### config.mk
export PLATFORM = sky130hd
export DESIGN_NAME = ansi_line_editor
export DESIGN_NICKNAME = d
export VERILOG_FILES = /design/src/ale_pkg.sv /design/src/ale_datapath.sv /design/src/ale_control.sv /design/src/ansi_line_editor.sv
export SDC_FILE = /design/constraint.sdc
export NUM_CORES = 2
export LEC_CHECK = 0
export BUFFER_PORTS_ARGS = -buffer_cell sky130_fd_sc_hd__buf_2
export CAP_MARGIN = 40
export CELL_PAD_IN_SITES_DETAIL_PLACEMENT = 0
export CELL_PAD_IN_SITES_GLOBAL_PLACEMENT = 1
export CORE_MARGIN = 8
export CORE_UTILIZATION = 30
export DETAILED_ROUTE_END_ITERATION = 8
export PLACE_DENSITY_LB_ADDON = 0.1
export SYNTH_ARGS = -nofsm -noshare
export SYNTH_HDL_FRONTEND = slang
export SYNTH_SLANG_ARGS = --single-unit
### constraint.sdc
create_clock -name aclk -period 17.1 [get_ports aclk]
set_input_delay 1.71 -clock aclk [delete_from_list [all_inputs] [get_ports aclk]]
set_output_delay 1.71 -clock aclk [all_outputs]
set_load 0.01 [all_outputs]
### src/ale_pkg.sv
// ale_pkg: shared types, codes and constants for the ansi line editor
// used by every module of the block; depends on nothing
package ale_pkg;

    typedef enum logic [2:0] {
        FUNC_BYTE   = 3'd0,
        FUNC_TICK   = 3'd1,
        FUNC_ARM    = 3'd2,
        FUNC_CANCEL = 3'd3,
        FUNC_READ   = 3'd4
    } func_t;

    typedef enum logic [3:0] {
        ACT_NONE    = 4'd0,
        ACT_LEFT    = 4'd1,
        ACT_RIGHT   = 4'd2,
        ACT_DELETE  = 4'd3,
        ACT_BACK    = 4'd4,
        ACT_INSERT  = 4'd5,
        ACT_LINE    = 4'd6,
        ACT_CTRL    = 4'd7,
        ACT_TIMEOUT = 4'd8,
        ACT_READ    = 4'd9
    } action_t;

    typedef enum logic [2:0] {
        ESC_C0   = 3'd0,
        ESC_FE   = 3'd1,
        ESC_SS2  = 3'd2,
        ESC_SS3  = 3'd3,
        ESC_CSI  = 3'd4,
        ESC_PRIV = 3'd5
    } esc_t;

    // edit operations the controller hands to the datapath
    typedef enum logic [3:0] {
        OP_NONE   = 4'd0,
        OP_LEFT   = 4'd1,
        OP_RIGHT  = 4'd2,
        OP_WLEFT  = 4'd3,
        OP_WRIGHT = 4'd4,
        OP_DEL    = 4'd5,
        OP_BACK   = 4'd6,
        OP_INSERT = 4'd7,
        OP_CTRL   = 4'd8,
        OP_ARM    = 4'd9,
        OP_READ   = 4'd10
    } op_t;

    localparam logic [1:0] REG_LINE_SIZE  = 2'd0;
    localparam logic [1:0] REG_CTRL_MASK  = 2'd1;
    localparam logic [1:0] REG_IDLE_LIMIT = 2'd2;

    localparam logic [7:0] CH_BS  = 8'd8;
    localparam logic [7:0] CH_CR  = 8'd13;
    localparam logic [7:0] CH_CAN = 8'd24;
    localparam logic [7:0] CH_ESC = 8'd27;
    localparam logic [7:0] CH_DEL = 8'd127;
    localparam logic [7:0] CH_SP  = 8'd32;

    typedef struct packed {
        logic [2:0] func;
        logic [7:0] data;
        logic [7:0] index;
    } in_item_t;

    typedef struct packed {
        logic [3:0] action;
        logic [8:0] count;
        logic [7:0] char_value;
        logic [7:0] line_length;
        logic [7:0] cursor;
        logic       active;
    } out_item_t;

    // command from controller to datapath
    typedef struct packed {
        logic       start;
        op_t        op;
        logic [8:0] amount;
        logic [7:0] ch;
        logic [7:0] index;
    } dp_cmd_t;

    // status from datapath to controller
    typedef struct packed {
        logic       done;
        action_t    action;
        logic [8:0] count;
        logic [7:0] ch;
        logic [7:0] length;
        logic [7:0] cursor;
    } dp_stat_t;

endpackage

### src/ale_datapath.sv
// ale_datapath: line store memory, length and cursor, and the serial shift and scan engine
// depends on ale_pkg
module ale_datapath
    import ale_pkg::*;
#(
    parameter int LINE_DEPTH = 256
) (
    input  logic       aclk,
    input  logic       aresetn,
    input  logic [8:0] capacity,
    input  dp_cmd_t    cmd,
    output dp_stat_t   stat
);
    localparam int AW = $clog2(LINE_DEPTH);

    typedef enum logic [3:0] {
        S_IDLE, S_RD, S_INS, S_REM, S_WR_RD, S_WR_CHK, S_WL_RD, S_WL_CHK, S_READ, S_DONE
    } st_t;

    logic [7:0] mem [LINE_DEPTH];
    logic [7:0] rdata_reg;
    logic [AW-1:0] raddr;
    logic          rd_en;
    logic          we;
    logic [AW-1:0] waddr;
    logic [7:0]    wdata;

    st_t        st_reg, st_next;
    logic [7:0] len_reg, len_next;
    logic [7:0] cur_reg, cur_next;
    logic [8:0] ptr_reg, ptr_next;
    logic [8:0] n_reg, n_next;
    logic [7:0] ch_reg, ch_next;
    logic [7:0] prev_reg, prev_next;
    action_t    act_reg, act_next;
    logic [8:0] cnt_reg, cnt_next;
    logic [7:0] och_reg, och_next;
    logic       phase_reg, phase_next;

    always_ff @(posedge aclk) begin
        if (we) begin
            mem[waddr] <= wdata;
        end
        if (rd_en) begin
            rdata_reg <= mem[raddr];
        end
    end

    always_ff @(posedge aclk) begin
        if (!aresetn) begin
            st_reg  <= S_IDLE;
            len_reg <= '0;
            cur_reg <= '0;
        end else begin
            st_reg  <= st_next;
            len_reg <= len_next;
            cur_reg <= cur_next;
        end
        ptr_reg   <= ptr_next;
        n_reg     <= n_next;
        ch_reg    <= ch_next;
        prev_reg  <= prev_next;
        act_reg   <= act_next;
        cnt_reg   <= cnt_next;
        och_reg   <= och_next;
        phase_reg <= phase_next;
    end

    logic [8:0] room;
    assign room = {1'b0, len_reg} - {1'b0, cur_reg};

    always_comb begin
        st_next    = st_reg;
        len_next   = len_reg;
        cur_next   = cur_reg;
        ptr_next   = ptr_reg;
        n_next     = n_reg;
        ch_next    = ch_reg;
        prev_next  = prev_reg;
        act_next   = act_reg;
        cnt_next   = cnt_reg;
        och_next   = och_reg;
        phase_next = phase_reg;
        rd_en = 1'b0;
        raddr = ptr_reg[AW-1:0];
        we    = 1'b0;
        waddr = ptr_reg[AW-1:0];
        wdata = ch_reg;
        case (st_reg)
            S_IDLE: begin
                if (cmd.start) begin
                    act_next = ACT_NONE;
                    cnt_next = '0;
                    och_next = '0;
                    n_next   = '0;
                    st_next  = S_DONE;
                    case (cmd.op)
                        OP_LEFT: begin
                            if (cmd.amount > {1'b0, cur_reg}) begin
                                n_next = {1'b0, cur_reg};
                            end else begin
                                n_next = cmd.amount;
                            end
                            if (cmd.amount != 9'd0 && cur_reg != 8'd0) begin
                                act_next = ACT_LEFT;
                                cnt_next = (cmd.amount > {1'b0, cur_reg}) ?
                                    {1'b0, cur_reg} : cmd.amount;
                                cur_next = cur_reg - ((cmd.amount > {1'b0, cur_reg}) ?
                                    cur_reg : cmd.amount[7:0]);
                            end
                        end
                        OP_RIGHT: begin
                            if (cmd.amount != 9'd0 && room != 9'd0) begin
                                act_next = ACT_RIGHT;
                                cnt_next = (cmd.amount > room) ? room : cmd.amount;
                                cur_next = cur_reg + ((cmd.amount > room) ?
                                    room[7:0] : cmd.amount[7:0]);
                            end
                        end
                        OP_WRIGHT: begin
                            if (cur_reg < len_reg) begin
                                st_next = S_WR_RD;
                            end
                        end
                        OP_WLEFT: begin
                            if (cur_reg != 8'd0) begin
                                st_next = S_WL_RD;
                            end
                        end
                        OP_DEL: begin
                            if (len_reg != 8'd0 && cur_reg < len_reg) begin
                                act_next = ACT_DELETE;
                                len_next = len_reg - 8'd1;
                                ptr_next = {1'b0, cur_reg};
                                phase_next = 1'b0;
                                st_next  = S_REM;
                            end
                        end
                        OP_BACK: begin
                            if (cur_reg != 8'd0 && len_reg != 8'd0) begin
                                act_next = ACT_BACK;
                                cur_next = cur_reg - 8'd1;
                                len_next = len_reg - 8'd1;
                                ptr_next = {1'b0, cur_reg - 8'd1};
                                phase_next = 1'b0;
                                st_next  = S_REM;
                            end
                        end
                        OP_INSERT: begin
                            if ({1'b0, len_reg} < capacity) begin
                                act_next = ACT_INSERT;
                                och_next = cmd.ch;
                                cnt_next = room + 9'd1;
                                ch_next  = cmd.ch;
                                ptr_next = {1'b0, len_reg};
                                phase_next = 1'b0;
                                st_next  = S_INS;
                            end
                        end
                        OP_CTRL: begin
                            act_next = ACT_CTRL;
                            och_next = cmd.ch;
                            len_next = 8'd1;
                            we    = 1'b1;
                            waddr = '0;
                            wdata = cmd.ch;
                        end
                        OP_ARM: begin
                            len_next = '0;
                            cur_next = '0;
                        end
                        OP_READ: begin
                            act_next = ACT_READ;
                            if ({1'b0, cmd.index} < 9'(LINE_DEPTH)) begin
                                rd_en = 1'b1;
                                raddr = AW'(cmd.index);
                                st_next = S_READ;
                            end
                        end
                        default: begin
                            act_next = ACT_NONE;
                        end
                    endcase
                end
            end
            S_READ: begin
                och_next = rdata_reg;
                st_next  = S_DONE;
            end
            // move bytes up one place from the end down to the cursor
            S_INS: begin
                if (ptr_reg[7:0] == cur_reg) begin
                    we    = 1'b1;
                    wdata = ch_reg;
                    len_next = len_reg + 8'd1;
                    cur_next = cur_reg + 8'd1;
                    st_next  = S_DONE;
                end else if (!phase_reg) begin
                    rd_en = 1'b1;
                    raddr = AW'(ptr_reg - 9'd1);
                    phase_next = 1'b1;
                end else begin
                    we    = 1'b1;
                    wdata = rdata_reg;
                    ptr_next = ptr_reg - 9'd1;
                    phase_next = 1'b0;
                end
            end
            // move bytes down one place toward the removed position
            S_REM: begin
                if (ptr_reg >= {1'b0, len_reg}) begin
                    st_next = S_DONE;
                end else if (!phase_reg) begin
                    rd_en = 1'b1;
                    raddr = AW'(ptr_reg + 9'd1);
                    phase_next = 1'b1;
                end else begin
                    we    = 1'b1;
                    wdata = rdata_reg;
                    ptr_next = ptr_reg + 9'd1;
                    phase_next = 1'b0;
                end
            end
            S_WR_RD: begin
                n_next   = n_reg + 9'd1;
                cur_next = cur_reg + 8'd1;
                if (cur_reg + 8'd1 >= len_reg) begin
                    act_next = ACT_RIGHT;
                    cnt_next = n_reg + 9'd1;
                    st_next  = S_DONE;
                end else begin
                    rd_en = 1'b1;
                    raddr = AW'(cur_reg);
                    phase_next = 1'b0;
                    st_next = S_WR_CHK;
                end
            end
            S_WR_CHK: begin
                if (!phase_reg) begin
                    prev_next = rdata_reg;
                    rd_en = 1'b1;
                    raddr = AW'(cur_reg);
                    phase_next = 1'b1;
                end else if (rdata_reg == CH_SP && prev_reg != CH_SP) begin
                    act_next = ACT_RIGHT;
                    cnt_next = n_reg;
                    st_next  = S_DONE;
                end else begin
                    st_next = S_WR_RD;
                end
            end
            S_WL_RD: begin
                n_next   = n_reg + 9'd1;
                cur_next = cur_reg - 8'd1;
                if (cur_reg == 8'd1) begin
                    act_next = ACT_LEFT;
                    cnt_next = n_reg + 9'd1;
                    st_next  = S_DONE;
                end else begin
                    rd_en = 1'b1;
                    raddr = AW'(cur_reg - 8'd1);
                    phase_next = 1'b0;
                    st_next = S_WL_CHK;
                end
            end
            S_WL_CHK: begin
                if (!phase_reg) begin
                    prev_next = rdata_reg;
                    rd_en = 1'b1;
                    raddr = AW'(cur_reg - 8'd1);
                    phase_next = 1'b1;
                end else if (prev_reg != CH_SP && rdata_reg == CH_SP) begin
                    act_next = ACT_LEFT;
                    cnt_next = n_reg;
                    st_next  = S_DONE;
                end else begin
                    st_next = S_WL_RD;
                end
            end
            S_DONE: begin
                st_next = S_IDLE;
            end
            default: begin
                st_next = S_IDLE;
            end
        endcase
    end

    assign stat.done   = (st_reg == S_DONE);
    assign stat.action = act_reg;
    assign stat.count  = cnt_reg;
    assign stat.ch     = och_reg;
    assign stat.length = len_reg;
    assign stat.cursor = cur_reg;
endmodule

### src/ale_control.sv
// ale_control: escape parser, arm and timeout control, and the request handshake
// depends on ale_pkg; drives ale_datapath through dp_cmd_t
module ale_control
    import ale_pkg::*;
#(
    parameter int PARAM_SLOTS = 16
) (
    input  logic       aclk,
    input  logic       aresetn,
    input  logic [31:0] ctrl_mask,
    input  logic [31:0] idle_limit,
    input  in_item_t   s_item,
    input  logic       s_valid,
    output logic       s_ready,
    output out_item_t  m_item,
    output logic       m_valid,
    input  logic       m_ready,
    output dp_cmd_t    cmd,
    input  dp_stat_t   stat
);
    localparam int CW = $clog2(PARAM_SLOTS + 1);

    typedef enum logic [1:0] {C_IDLE, C_BUSY, C_OUT} cst_t;

    cst_t        st_reg;
    esc_t        esc_reg;
    logic [15:0] p0_reg, p1_reg;
    logic [CW-1:0] cnt_reg;
    logic        armed_reg;
    logic [31:0] idle_reg;
    dp_cmd_t     cmd_reg;
    out_item_t   out_reg;
    logic        immediate_reg;
    action_t     imm_act_reg;
    logic [7:0]  imm_ch_reg;

    esc_t        esc_n;
    logic [15:0] p0_n, p1_n;
    logic [CW-1:0] cnt_n;
    logic        armed_n;
    logic [31:0] idle_n;
    op_t         op_n;
    logic [8:0]  amt_n;
    action_t     iact_n;
    logic [7:0]  ich_n;
    logic [7:0]  d;
    logic [15:0] digit_val;
    logic [CW-1:0] cnt_fin;

    assign d = s_item.data;
    assign digit_val = 16'(p0_reg * 16'd10) + 16'(d - 8'h30);

    always_comb begin
        esc_n   = esc_reg;
        p0_n    = p0_reg;
        p1_n    = p1_reg;
        cnt_n   = cnt_reg;
        armed_n = armed_reg;
        idle_n  = idle_reg;
        op_n    = OP_NONE;
        amt_n   = '0;
        iact_n  = ACT_NONE;
        ich_n   = '0;
        cnt_fin = (cnt_reg == CW'(PARAM_SLOTS)) ? cnt_reg : cnt_reg + CW'(1);
        case (s_item.func)
            FUNC_BYTE: begin
                if (armed_reg) begin
                    idle_n = '0;
                    if (d == CH_CAN) begin
                        esc_n = ESC_C0;
                    end else begin
                        case (esc_reg)
                            ESC_C0: begin
                                if (d < 8'd32 && ctrl_mask[d[4:0]]) begin
                                    armed_n = 1'b0;
                                    op_n = OP_CTRL;
                                end else if (d == CH_CR) begin
                                    armed_n = 1'b0;
                                    iact_n = ACT_LINE;
                                    ich_n = CH_CR;
                                end else if (d == CH_ESC) begin
                                    esc_n = ESC_FE;
                                end else if (d == CH_BS || d == CH_DEL) begin
                                    op_n = OP_BACK;
                                end else if (d == 8'd1) begin
                                    op_n = OP_LEFT; amt_n = 9'd256;
                                end else if (d == 8'd2) begin
                                    op_n = OP_LEFT; amt_n = 9'd1;
                                end else if (d == 8'd5) begin
                                    op_n = OP_RIGHT; amt_n = 9'd256;
                                end else if (d == 8'd6) begin
                                    op_n = OP_RIGHT; amt_n = 9'd1;
                                end else if (d >= CH_SP) begin
                                    op_n = OP_INSERT;
                                end
                            end
                            ESC_FE: begin
                                esc_n = ESC_C0;
                                if (d == "[") begin
                                    esc_n = ESC_CSI;
                                    cnt_n = '0;
                                    p0_n  = '0;
                                end else if (d == "b" || d == 8'd2) begin
                                    op_n = OP_WLEFT;
                                end else if (d == "f" || d == 8'd6) begin
                                    op_n = OP_WRIGHT;
                                end else if (d == "N") begin
                                    esc_n = ESC_SS2;
                                end else if (d == "O") begin
                                    esc_n = ESC_SS3;
                                end else if (d == CH_DEL) begin
                                    op_n = OP_DEL;
                                end
                            end
                            ESC_SS2: begin
                                esc_n = ESC_C0;
                            end
                            ESC_SS3: begin
                                esc_n = ESC_C0;
                                if (d == "F") begin
                                    op_n = OP_RIGHT; amt_n = 9'd256;
                                end else if (d == "H") begin
                                    op_n = OP_LEFT; amt_n = 9'd256;
                                end
                            end
                            default: begin
                                if (d >= "0" && d <= "9") begin
                                    if (cnt_reg == '0) begin
                                        p0_n = digit_val;
                                    end else if (cnt_reg == CW'(1)) begin
                                        p1_n = 16'(p1_reg * 16'd10) + 16'(d - 8'h30);
                                    end
                                end else if (d == ";" || d == ":") begin
                                    cnt_n = cnt_fin;
                                    if (cnt_reg == '0) begin
                                        p1_n = '0;
                                    end
                                end else if (d == "<" || d == "=" || d == ">" || d == "?") begin
                                    esc_n = ESC_PRIV;
                                end else if (esc_reg == ESC_PRIV) begin
                                    esc_n = ESC_C0;
                                end else begin
                                    esc_n = ESC_C0;
                                    cnt_n = cnt_fin;
                                    if (d == "C" || d == "D") begin
                                        if (cnt_fin > CW'(1) && p1_reg != 16'd1) begin
                                            op_n = (d == "C") ? OP_WRIGHT : OP_WLEFT;
                                        end else begin
                                            op_n = (d == "C") ? OP_RIGHT : OP_LEFT;
                                            amt_n = (p0_reg == 16'd0) ? 9'd1 :
                                                (p0_reg > 16'd256) ? 9'd256 : p0_reg[8:0];
                                        end
                                    end else if (d == "F") begin
                                        op_n = OP_RIGHT; amt_n = 9'd256;
                                    end else if (d == "H") begin
                                        op_n = OP_LEFT; amt_n = 9'd256;
                                    end else if (d == "b" || d == 8'd2) begin
                                        op_n = OP_WLEFT;
                                    end else if (d == "f" || d == 8'd6) begin
                                        op_n = OP_WRIGHT;
                                    end else if (d == "~") begin
                                        if (p0_reg == 16'd1 || p0_reg == 16'd7) begin
                                            op_n = OP_LEFT; amt_n = 9'd256;
                                        end else if (p0_reg == 16'd4 || p0_reg == 16'd8) begin
                                            op_n = OP_RIGHT; amt_n = 9'd256;
                                        end else if (p0_reg == 16'd3) begin
                                            op_n = OP_DEL;
                                        end
                                    end
                                end
                            end
                        endcase
                    end
                end
            end
            FUNC_TICK: begin
                if (armed_reg && idle_limit != 32'd0) begin
                    if (idle_reg != 32'hFFFF_FFFF) begin
                        idle_n = idle_reg + 32'd1;
                    end
                    if (idle_n > idle_limit) begin
                        armed_n = 1'b0;
                        iact_n = ACT_TIMEOUT;
                    end
                end
            end
            FUNC_ARM: begin
                esc_n = ESC_C0;
                idle_n = '0;
                armed_n = 1'b1;
                op_n = OP_ARM;
            end
            FUNC_CANCEL: begin
                armed_n = 1'b0;
            end
            FUNC_READ: begin
                op_n = OP_READ;
            end
            default: begin
                op_n = OP_NONE;
            end
        endcase
    end

    always_ff @(posedge aclk) begin
        if (!aresetn) begin
            st_reg    <= C_IDLE;
            esc_reg   <= ESC_C0;
            cnt_reg   <= '0;
            armed_reg <= 1'b0;
            idle_reg  <= '0;
            cmd_reg.start <= 1'b0;
        end else begin
            cmd_reg.start <= 1'b0;
            case (st_reg)
                C_IDLE: begin
                    if (s_valid) begin
                        esc_reg   <= esc_n;
                        p0_reg    <= p0_n;
                        p1_reg    <= p1_n;
                        cnt_reg   <= cnt_n;
                        armed_reg <= armed_n;
                        idle_reg  <= idle_n;
                        cmd_reg.start <= 1'b1;
                        cmd_reg.op    <= op_n;
                        cmd_reg.amount <= amt_n;
                        cmd_reg.ch    <= d;
                        cmd_reg.index <= s_item.index;
                        imm_act_reg <= iact_n;
                        imm_ch_reg  <= ich_n;
                        immediate_reg <= (op_n == OP_NONE);
                        st_reg <= C_BUSY;
                    end
                end
                C_BUSY: begin
                    if (stat.done) begin
                        out_reg.action <= immediate_reg ? imm_act_reg : stat.action;
                        out_reg.count  <= immediate_reg ? 9'd0 : stat.count;
                        out_reg.char_value <= immediate_reg ? imm_ch_reg : stat.ch;
                        out_reg.line_length <= stat.length;
                        out_reg.cursor <= stat.cursor;
                        out_reg.active <= armed_reg;
                        st_reg <= C_OUT;
                    end
                end
                C_OUT: begin
                    if (m_ready) begin
                        st_reg <= C_IDLE;
                    end
                end
                default: begin
                    st_reg <= C_IDLE;
                end
            endcase
        end
    end

    assign s_ready = (st_reg == C_IDLE);
    assign m_valid = (st_reg == C_OUT);
    assign m_item  = out_reg;
    assign cmd     = cmd_reg;
endmodule

### src/ansi_line_editor.sv
// ansi_line_editor: top level with the configuration registers and the APB-style port
// depends on ale_pkg, ale_control and ale_datapath
//
// Terminal line editor: each request (byte, tick, arm, cancel or store read) yields one
// result naming an edit action. On the line store a read adds a state, an insert or
// delete shifts the bytes one at a time with a read and then a write for each, and a word
// move reads and checks the store position by position. One request is handled at a time;
// the next is taken once the result has been delivered.
module ansi_line_editor
    import ale_pkg::*;
#(
    parameter int LINE_DEPTH  = 256,
    parameter int PARAM_SLOTS = 16
) (
    input  logic        aclk,
    input  logic        aresetn,
    input  logic        psel,
    input  logic        penable,
    input  logic        pwrite,
    input  logic [3:0]  paddr,
    input  logic [31:0] pwdata,
    output logic [31:0] prdata,
    output logic        pready,
    input  in_item_t    s_item,
    input  logic        s_valid,
    output logic        s_ready,
    output out_item_t   m_item,
    output logic        m_valid,
    input  logic        m_ready
);
    logic [8:0]  line_size_reg;
    logic [31:0] ctrl_mask_reg;
    logic [31:0] timeout_reg;
    logic [8:0]  capacity;
    logic [1:0]  reg_idx;
    dp_cmd_t     cmd;
    dp_stat_t    stat;

    assign reg_idx = paddr[3:2];
    assign pready  = 1'b1;

    always_ff @(posedge aclk) begin
        if (!aresetn) begin
            line_size_reg <= 9'd256;
            ctrl_mask_reg <= '0;
            timeout_reg   <= '0;
        end else if (psel && penable && pwrite) begin
            case (reg_idx)
                REG_LINE_SIZE:  line_size_reg <= pwdata[8:0];
                REG_CTRL_MASK:  ctrl_mask_reg <= pwdata;
                REG_IDLE_LIMIT: timeout_reg   <= pwdata;
                default: begin
                end
            endcase
        end
    end

    always_comb begin
        case (reg_idx)
            REG_LINE_SIZE:  prdata = {23'd0, line_size_reg};
            REG_CTRL_MASK:  prdata = ctrl_mask_reg;
            REG_IDLE_LIMIT: prdata = timeout_reg;
            default:        prdata = '0;
        endcase
    end

    always_comb begin
        if (line_size_reg == 9'd0) begin
            capacity = '0;
        end else if (32'(line_size_reg) > LINE_DEPTH) begin
            capacity = 9'(LINE_DEPTH - 1);
        end else begin
            capacity = line_size_reg - 9'd1;
        end
    end

    ale_control #(.PARAM_SLOTS(PARAM_SLOTS)) u_ctrl (
        .aclk, .aresetn,
        .ctrl_mask(ctrl_mask_reg), .idle_limit(timeout_reg),
        .s_item, .s_valid, .s_ready, .m_item, .m_valid, .m_ready,
        .cmd, .stat
    );

    ale_datapath #(.LINE_DEPTH(LINE_DEPTH)) u_dp (
        .aclk, .aresetn, .capacity, .cmd, .stat
    );
endmodule

# [Word-level counts from Yosys, hierarchy flattened]
# Memory sizes are Yosys's and may differ from the RTL's. A register that Yosys moved wholly into a read port is not among the register bits.
# Cells that the tools add are included.
[word_totals] regBits=305 ramBits=2048 output_inout_bits=73 word_cells=521 memories=1
[mem_list] memory="u_dp.mem" depth=256 word_bits=8 read_ports=1 rd_ports_with_merged_regs=1 write_ports=1 line="ale_datapath.sv:20" rtl="logic [7:0] mem [LINE_DEPTH];"
[classes] n_addsub=17 multipliers=2 n_lt_le_gt_ge=15 n_eq_ne=110 muxes=252 bitwise_logic=7 n_reduce_logical=82
[op_table] cell="9-bit two-way mux" count=49
[op_table] cell="8-bit two-way mux" count=32
[op_table] cell="4-bit two-way mux" count=58
[op_table] cell="32-bit one-hot mux with 3 select lines" count=2
[op_table] cell="32-bit two-way mux" count=5
[op_table] cell="16-bit two-way mux" count=8
[op_table] cell="9-bit one-hot mux with 3 select lines" count=4
[op_table] cell="8-bit one-hot mux with 4 select lines" count=3
[op_table] cell="8-bit by 7-bit equality test with 1-bit output, second input constant" count=11
[op_table] cell="3-bit two-way mux" count=19
[op_table] cell="8-bit by 6-bit equality test with 1-bit output, second input constant" count=7
[op_table] cell="8-bit one-hot mux with 7 select lines" count=1
[op_table] cell="8-bit one-hot mux with 2 select lines" count=3
[op_table] cell="10-bit AND reduction" count=4
[op_table] cell="9-bit one-hot mux with 4 select lines" count=1
[op_table] cell="2-bit by 1-bit != test with 1-bit output, second input constant" count=17
[op_table] cell="1-bit two-way mux" count=33
[op_table] cell="16-bit adder" count=2
[op_table] cell="32-bit by 1-bit adder with 32-bit output, second input constant" count=1
[op_table] cell="16-bit by 3-bit equality test with 1-bit output, second input constant" count=2
[op_table] cell="4-bit by 3-bit equality test with 1-bit output, second input constant" count=8
[op_table] cell="32-bit > comparator" count=1
[op_table] cell="16-bit by 3-bit multiplier with 15-bit output, second input constant" count=2
[op_table] cell="32-bit != test, second input constant" count=1
[op_table] cell="101 further kinds" count=211

# [Depth between registers and ports, before layout]
[depth] ltp_word=19 depth_mapped=29

# [By module]
# Synthesis repeated with hierarchy kept, for this count alone.
[unflattened] cells_unflattened=8694 hier_area_um2=106608.5
[modules_own_cells] mod="ale_datapath" n_inst=1 cells_per_inst=7053 area_per_inst_um2=91870.6 seq_area_each_um2=63821.2
[modules_own_cells] mod="ale_control" n_inst=1 cells_per_inst=1201 area_per_inst_um2=11078.1 seq_area_each_um2=3973.8
[modules_own_cells] mod="ansi_line_editor" n_inst=1 cells_per_inst=440 area_per_inst_um2=3659.8 seq_area_each_um2=1461.4

# [Worst setup path before layout]
# OpenSTA, ideal clock, no wires.
[synth_path] path_kind="register to register" from="register u_dp.len_reg[2]" to="memory u_dp.mem[0][0], data pin" t_arrival_ns=12.114 required_time_ns=14.911 path_slack_ns=2.796 path_stages_with_launch=13 path_buffers=2 period_less_slack_ns=14.304 cell_sequence="dfxtp_1 clkbuf_1 inv_1 ha_1 nand2_1 o21ai_1 and2_1 clkbuf_1 or3_1 nand2_1 o21ai_0 a21oi_1 o21ai_0"
[synth_via] elab_chain_cells=3
[synth_rtl] item="from (decl)" line="ale_datapath.sv:29" rtl="logic [7:0] len_reg, len_next;"
[synth_rtl] item="from (signal assigned)" line="ale_datapath.sv:56" rtl="len_reg <= len_next;"
[synth_rtl] item="9-bit by 8-bit greater-or-equal comparator with 1-bit output" line="ale_datapath.sv:211" rtl="if (ptr_reg >= {1'b0, len_reg}) begin"
[synth_rtl] item="8-bit two-way mux" line="ale_datapath.sv:211"
[synth_rtl] item="8-bit one-hot mux with 3 select lines" line="ale_datapath.sv:89" rtl="case (st_reg)"
[synth_rtl] item="via u_dp.wdata[0]" line="ale_datapath.sv:26" rtl="logic [7:0] wdata;"
[synth_rtl] item="to (decl)" line="ale_datapath.sv:20"
# The timed path passes the listed nets, and every way through them passes these cells.

# [Worst setup path after layout]
[layout_path] from="register u_dp.cur_reg[5]" to="register u_dp.rdata_reg[0], read port of u_dp.mem, data pin"
[layout_via] elab_chain_cells=4
[layout_rtl] item="from (decl)" line="ale_datapath.sv:30" rtl="logic [7:0] cur_reg, cur_next;"
[layout_rtl] item="from (signal assigned)" line="ale_datapath.sv:57" rtl="cur_reg <= cur_next;"
[layout_rtl] item="8-bit by 1-bit adder with 8-bit output" line="ale_datapath.sv:227" rtl="if (cur_reg + 8'd1 >= len_reg) begin"
[layout_rtl] item="8-bit greater-or-equal comparator" line="ale_datapath.sv:227"
[layout_rtl] item="8-bit two-way mux or 1-bit two-way mux (tied branches)" line="ale_datapath.sv:227"
[layout_rtl] item="8-bit one-hot mux with 7 select lines or 1-bit one-hot mux with 6 select lines (tied branches)" line="ale_datapath.sv:89"
[layout_rtl] item="to (decl)" line="ale_datapath.sv:21" rtl="logic [7:0] rdata_reg;"
# Parallel ways exist; a longest one is shown, timed or not.
# A chain may end at the register's enable or synchronous reset.

==> results.ini <==
[status]
status = completed

[worst_setup_path]
timing.critical_path.required_ns = 17.65
critical-path-slowest-cell = sky130_fd_sc_hd__dfxtp_1
timing.setup.critical_path_class = flip-flop to flip-flop
worst_setup_path_end_kind = flip-flop
worstSetupStartpointType = flip-flop
worst-endpoint-arrival_ns = 9.13
critical_path_peak_fanout = 112
path_cells = clkinv_1 > nor4_1 > xnor2_1 > ha_1 > and4_1 > o2111ai_1 > nand3_1 > nor2_2 > a221oi_4 > buf_4 > nand2_4 > buf_12 > buf_4 > nand2_1 > a32oi_1 > a31oi_1 > o21ai_0 > buf_2 > o22ai_1 > a211oi_1
path_common_cell = sky130_fd_sc_hd__buf_4
critPathMaxStageDelay_ns = 0.78
cp.buffers_inverters = 5
critical_path.top_delay_family = compound AO/OA/AOI/OAI gates

[place]
dpl.hpwl_um = 235000
place_worst_setup_slack_ns = 8.39
finalWeightedCongestion = 0.819
placedCellCount = 13111
portBuffers = 131

[timing]
period_needed_ns = 8.58
finalMaxSlewViolations = 0
tns_ns = 0
setup_viol_count_final = 0
fin_clk_skew_ns = 0.0795
f_max_ghz = 0.117
min_period_over_period = 0.502
unrepaired_setup_endpoints_after_global_routing = no
final_hold_viol_count = 0
worst_rel_slew_slack = 0.197
tightestPinTransition_ns = 1.20
post-route-worst-setup-slack_ns = 8.52

[routing]
routed_via_density = 5.22
detailroute.via_count = 71270
drc_violation_total_after_the_first_tritonroute_iteration = 6313
antenna_left = 0
post_drt_wl_per_cell_um = 27.5
pre_antenna_drt_iters = 6
route.final.wire_length_um = 375000
drt_drc_violations_left = 0

[cts]
worst_setup_hold_path_clk_slew_ns = 0.06
post_cts_resize_count = 0
worst_skew_pair.late_latency_ns = 0.92
cts_inserted_buffers = 288
ctsHoldBuffers = 0
tritoncts = done
clock_tree.buffer_depth = 4
postCtsSetupRepairBufs = 0
clock-root-buffer = sky130_fd_sc_hd__clkbuf_16
numClockSinks = 2352
htree_levels = 5

[pwr]
power-per-cell-area_nw_per_um2 = 175
max-vdd-ir-drop_v = 0.000154
power.static_leakage_nw = 42.1

[finish]
area_growth_pct = 15.8
final_cell_mix = 2215 x sky130_fd_sc_hd__edfxtp_1, 1855 x sky130_fd_sc_hd__nand2_1, 695 x sky130_fd_sc_hd__nand3_1
nNetsFinal = 9084
top_register = u_dp.mem
drive_gt1_frac = 0.108
multi_input_comb_area_um2 = 32800
largest_register_ffs = 2048
n_fill_cell = 34133
area.sequential_um2 = 69300
finish.cell_count_without_fillers = 13643
final_common_cell = sky130_fd_sc_hd__edfxtp_1

[logic_synthesis]
count_of_flip_flops_with_a_built_in_enable_after_synthesis = 2215
synth_ff_type = sky130_fd_sc_hd__edfxtp_1
synth.yosys.warnings = 0
synthDistinctLibCells = 102
synth_top_cell_by_area = sky130_fd_sc_hd__edfxtp_1
ys_seq_area_frac = 0.662
synth_fp_nets = 8870
post_synth_instance_area_um2 = 105000
ys_async_sr_fraction = 0
synth_top_area_frac = 0.636
average_footprint_of_a_synthesized_cell_um2 = 12.1
synth_cells = 8620
ys_ff_latch = 2352
synthTopCellsByArea = sky130_fd_sc_hd__edfxtp_1 64%, sky130_fd_sc_hd__nand2_1 6.7%, sky130_fd_sc_hd__nand3_1 3.3%

[floorplanning]
std_cell_rows = 216
core_region_area_um2 = 346000
die_w_um = 606
floorplan.initialDensity = 0.302
ioPinCount = 135
floorplan.die_area_um2 = 368000
die-height_um = 606

[global_route]
via_count_of_the_first_global_routing_pass = 69469
global_route.usage.total = 0.197
global_route.overflow_total = 0
number_of_antenna_violations_at_the_first_check_in_global_routing = 26
grt_pass1_wl_um = 531000
maximum_number_of_pins_on_one_net_before_global_route_repair = 186

[worst_hold_path]
worstHoldPathType = flip-flop to flip-flop

[job]
max_cap_violations = 0

-- tightest hold or removal path, stage by stage (launching register included) --
cell and delay, ns:
sky130_fd_sc_hd__dfxtp_1 0.32, sky130_fd_sc_hd__nand2_1 0.05, sky130_fd_sc_hd__a21oi_1 0.05
-- layer usage --
metal / up-vias / part of all wire / track usage / wire, um
met3: 452 / 0.052 / 0.0244 / 19400
met5: - / 0.000091 / 0 / 34
met4: 6 / 0.025 / 0.0469 / 9310
li1: 32488 / - / - / -
met1: 36362 / 0.45 / 0.277 / 169000
met2: 1962 / 0.47 / 0.325 / 176000
-- power breakdown --
group	switching, W	total [W]	internal (W)
combinational	0.00643	0.00884	0.00241
clock	0.00247	0.00594	0.00347
sequential	0.0000937	0.00646	0.00637
-- Yosys cell counts, types with 79 or more instances --
library cell               instances
sky130_fd_sc_hd__a211oi_1         79
sky130_fd_sc_hd__a21oi_1         241
sky130_fd_sc_hd__a311oi_1         98
sky130_fd_sc_hd__a31oi_1         136
sky130_fd_sc_hd__and3_1          211
sky130_fd_sc_hd__buf_2           206
sky130_fd_sc_hd__clkbuf_1        256
sky130_fd_sc_hd__dfxtp_1         137
sky130_fd_sc_hd__edfxtp_1       2215
sky130_fd_sc_hd__ha_1            182
sky130_fd_sc_hd__inv_1           145
sky130_fd_sc_hd__mux2i_1         337
sky130_fd_sc_hd__nand2_1        1865
sky130_fd_sc_hd__nand3_1         699
sky130_fd_sc_hd__nor2_1          465
sky130_fd_sc_hd__nor3_1           85
sky130_fd_sc_hd__o21ai_0         189
sky130_fd_sc_hd__xnor2_1         107
-- worst paths after layout --
kind | cells past startpoint | to | slack (ns) | startpoint
min | 2 | ctrl_mask_reg[6] | 0.47 | ctrl_mask_reg[6]
max reg2reg | 20 | u_dp.rdata_reg[0] | 8.52 | u_dp.cur_reg[5]
max | 20 | u_dp.rdata_reg[0] | 8.52 | u_dp.cur_reg[5]
min reg2reg | 2 | ctrl_mask_reg[6] | 0.47 | ctrl_mask_reg[6]
-- cells by family (layout without fill, tap and decap cells) --
logic type | count (synthesis) | in the layout | share of synthesized area
simple gates | 3670 | 3670 | 0.157
flops | 2352 | 2352 | 0.662
compound gates | 1207 | 1207 | 0.0798
buf+inv | 680 | 1120 | 0.0285
mux | 366 | 366 | 0.0365
fa+ha+maj | 193 | 193 | 0.0234
xor+xnor | 151 | 151 | 0.0127
other cells | 1 | 6 | 0.0000359
-- final cells by class --
class                           instances  share of cell area
Sequential cell                      2352               0.572
Tap cell                             4578              0.0473
Clock buffer                          367              0.0631
Inverter                              146             0.00455
Antenna cell                            5            0.000103
Clock inverter                        149              0.0113
Multi-Input combinational cell       5588               0.271
Timing Repair Buffer                  458              0.0309
-- stage by stage --
step	power (W)	hold slack [ns]	instance area (um2)	utilization
floorplan	0.0115	0.403	105000	-
global placement	0.0154	0.454	110000	0.319
detailed placement	0.0155	0.461	112000	0.323
CTS	0.0215	0.469	121000	0.349
global route	0.0222	0.485	121000	0.349
finish	0.0212	0.471	121000	0.349
Note: power is estimated with default switching activity, not from simulation.
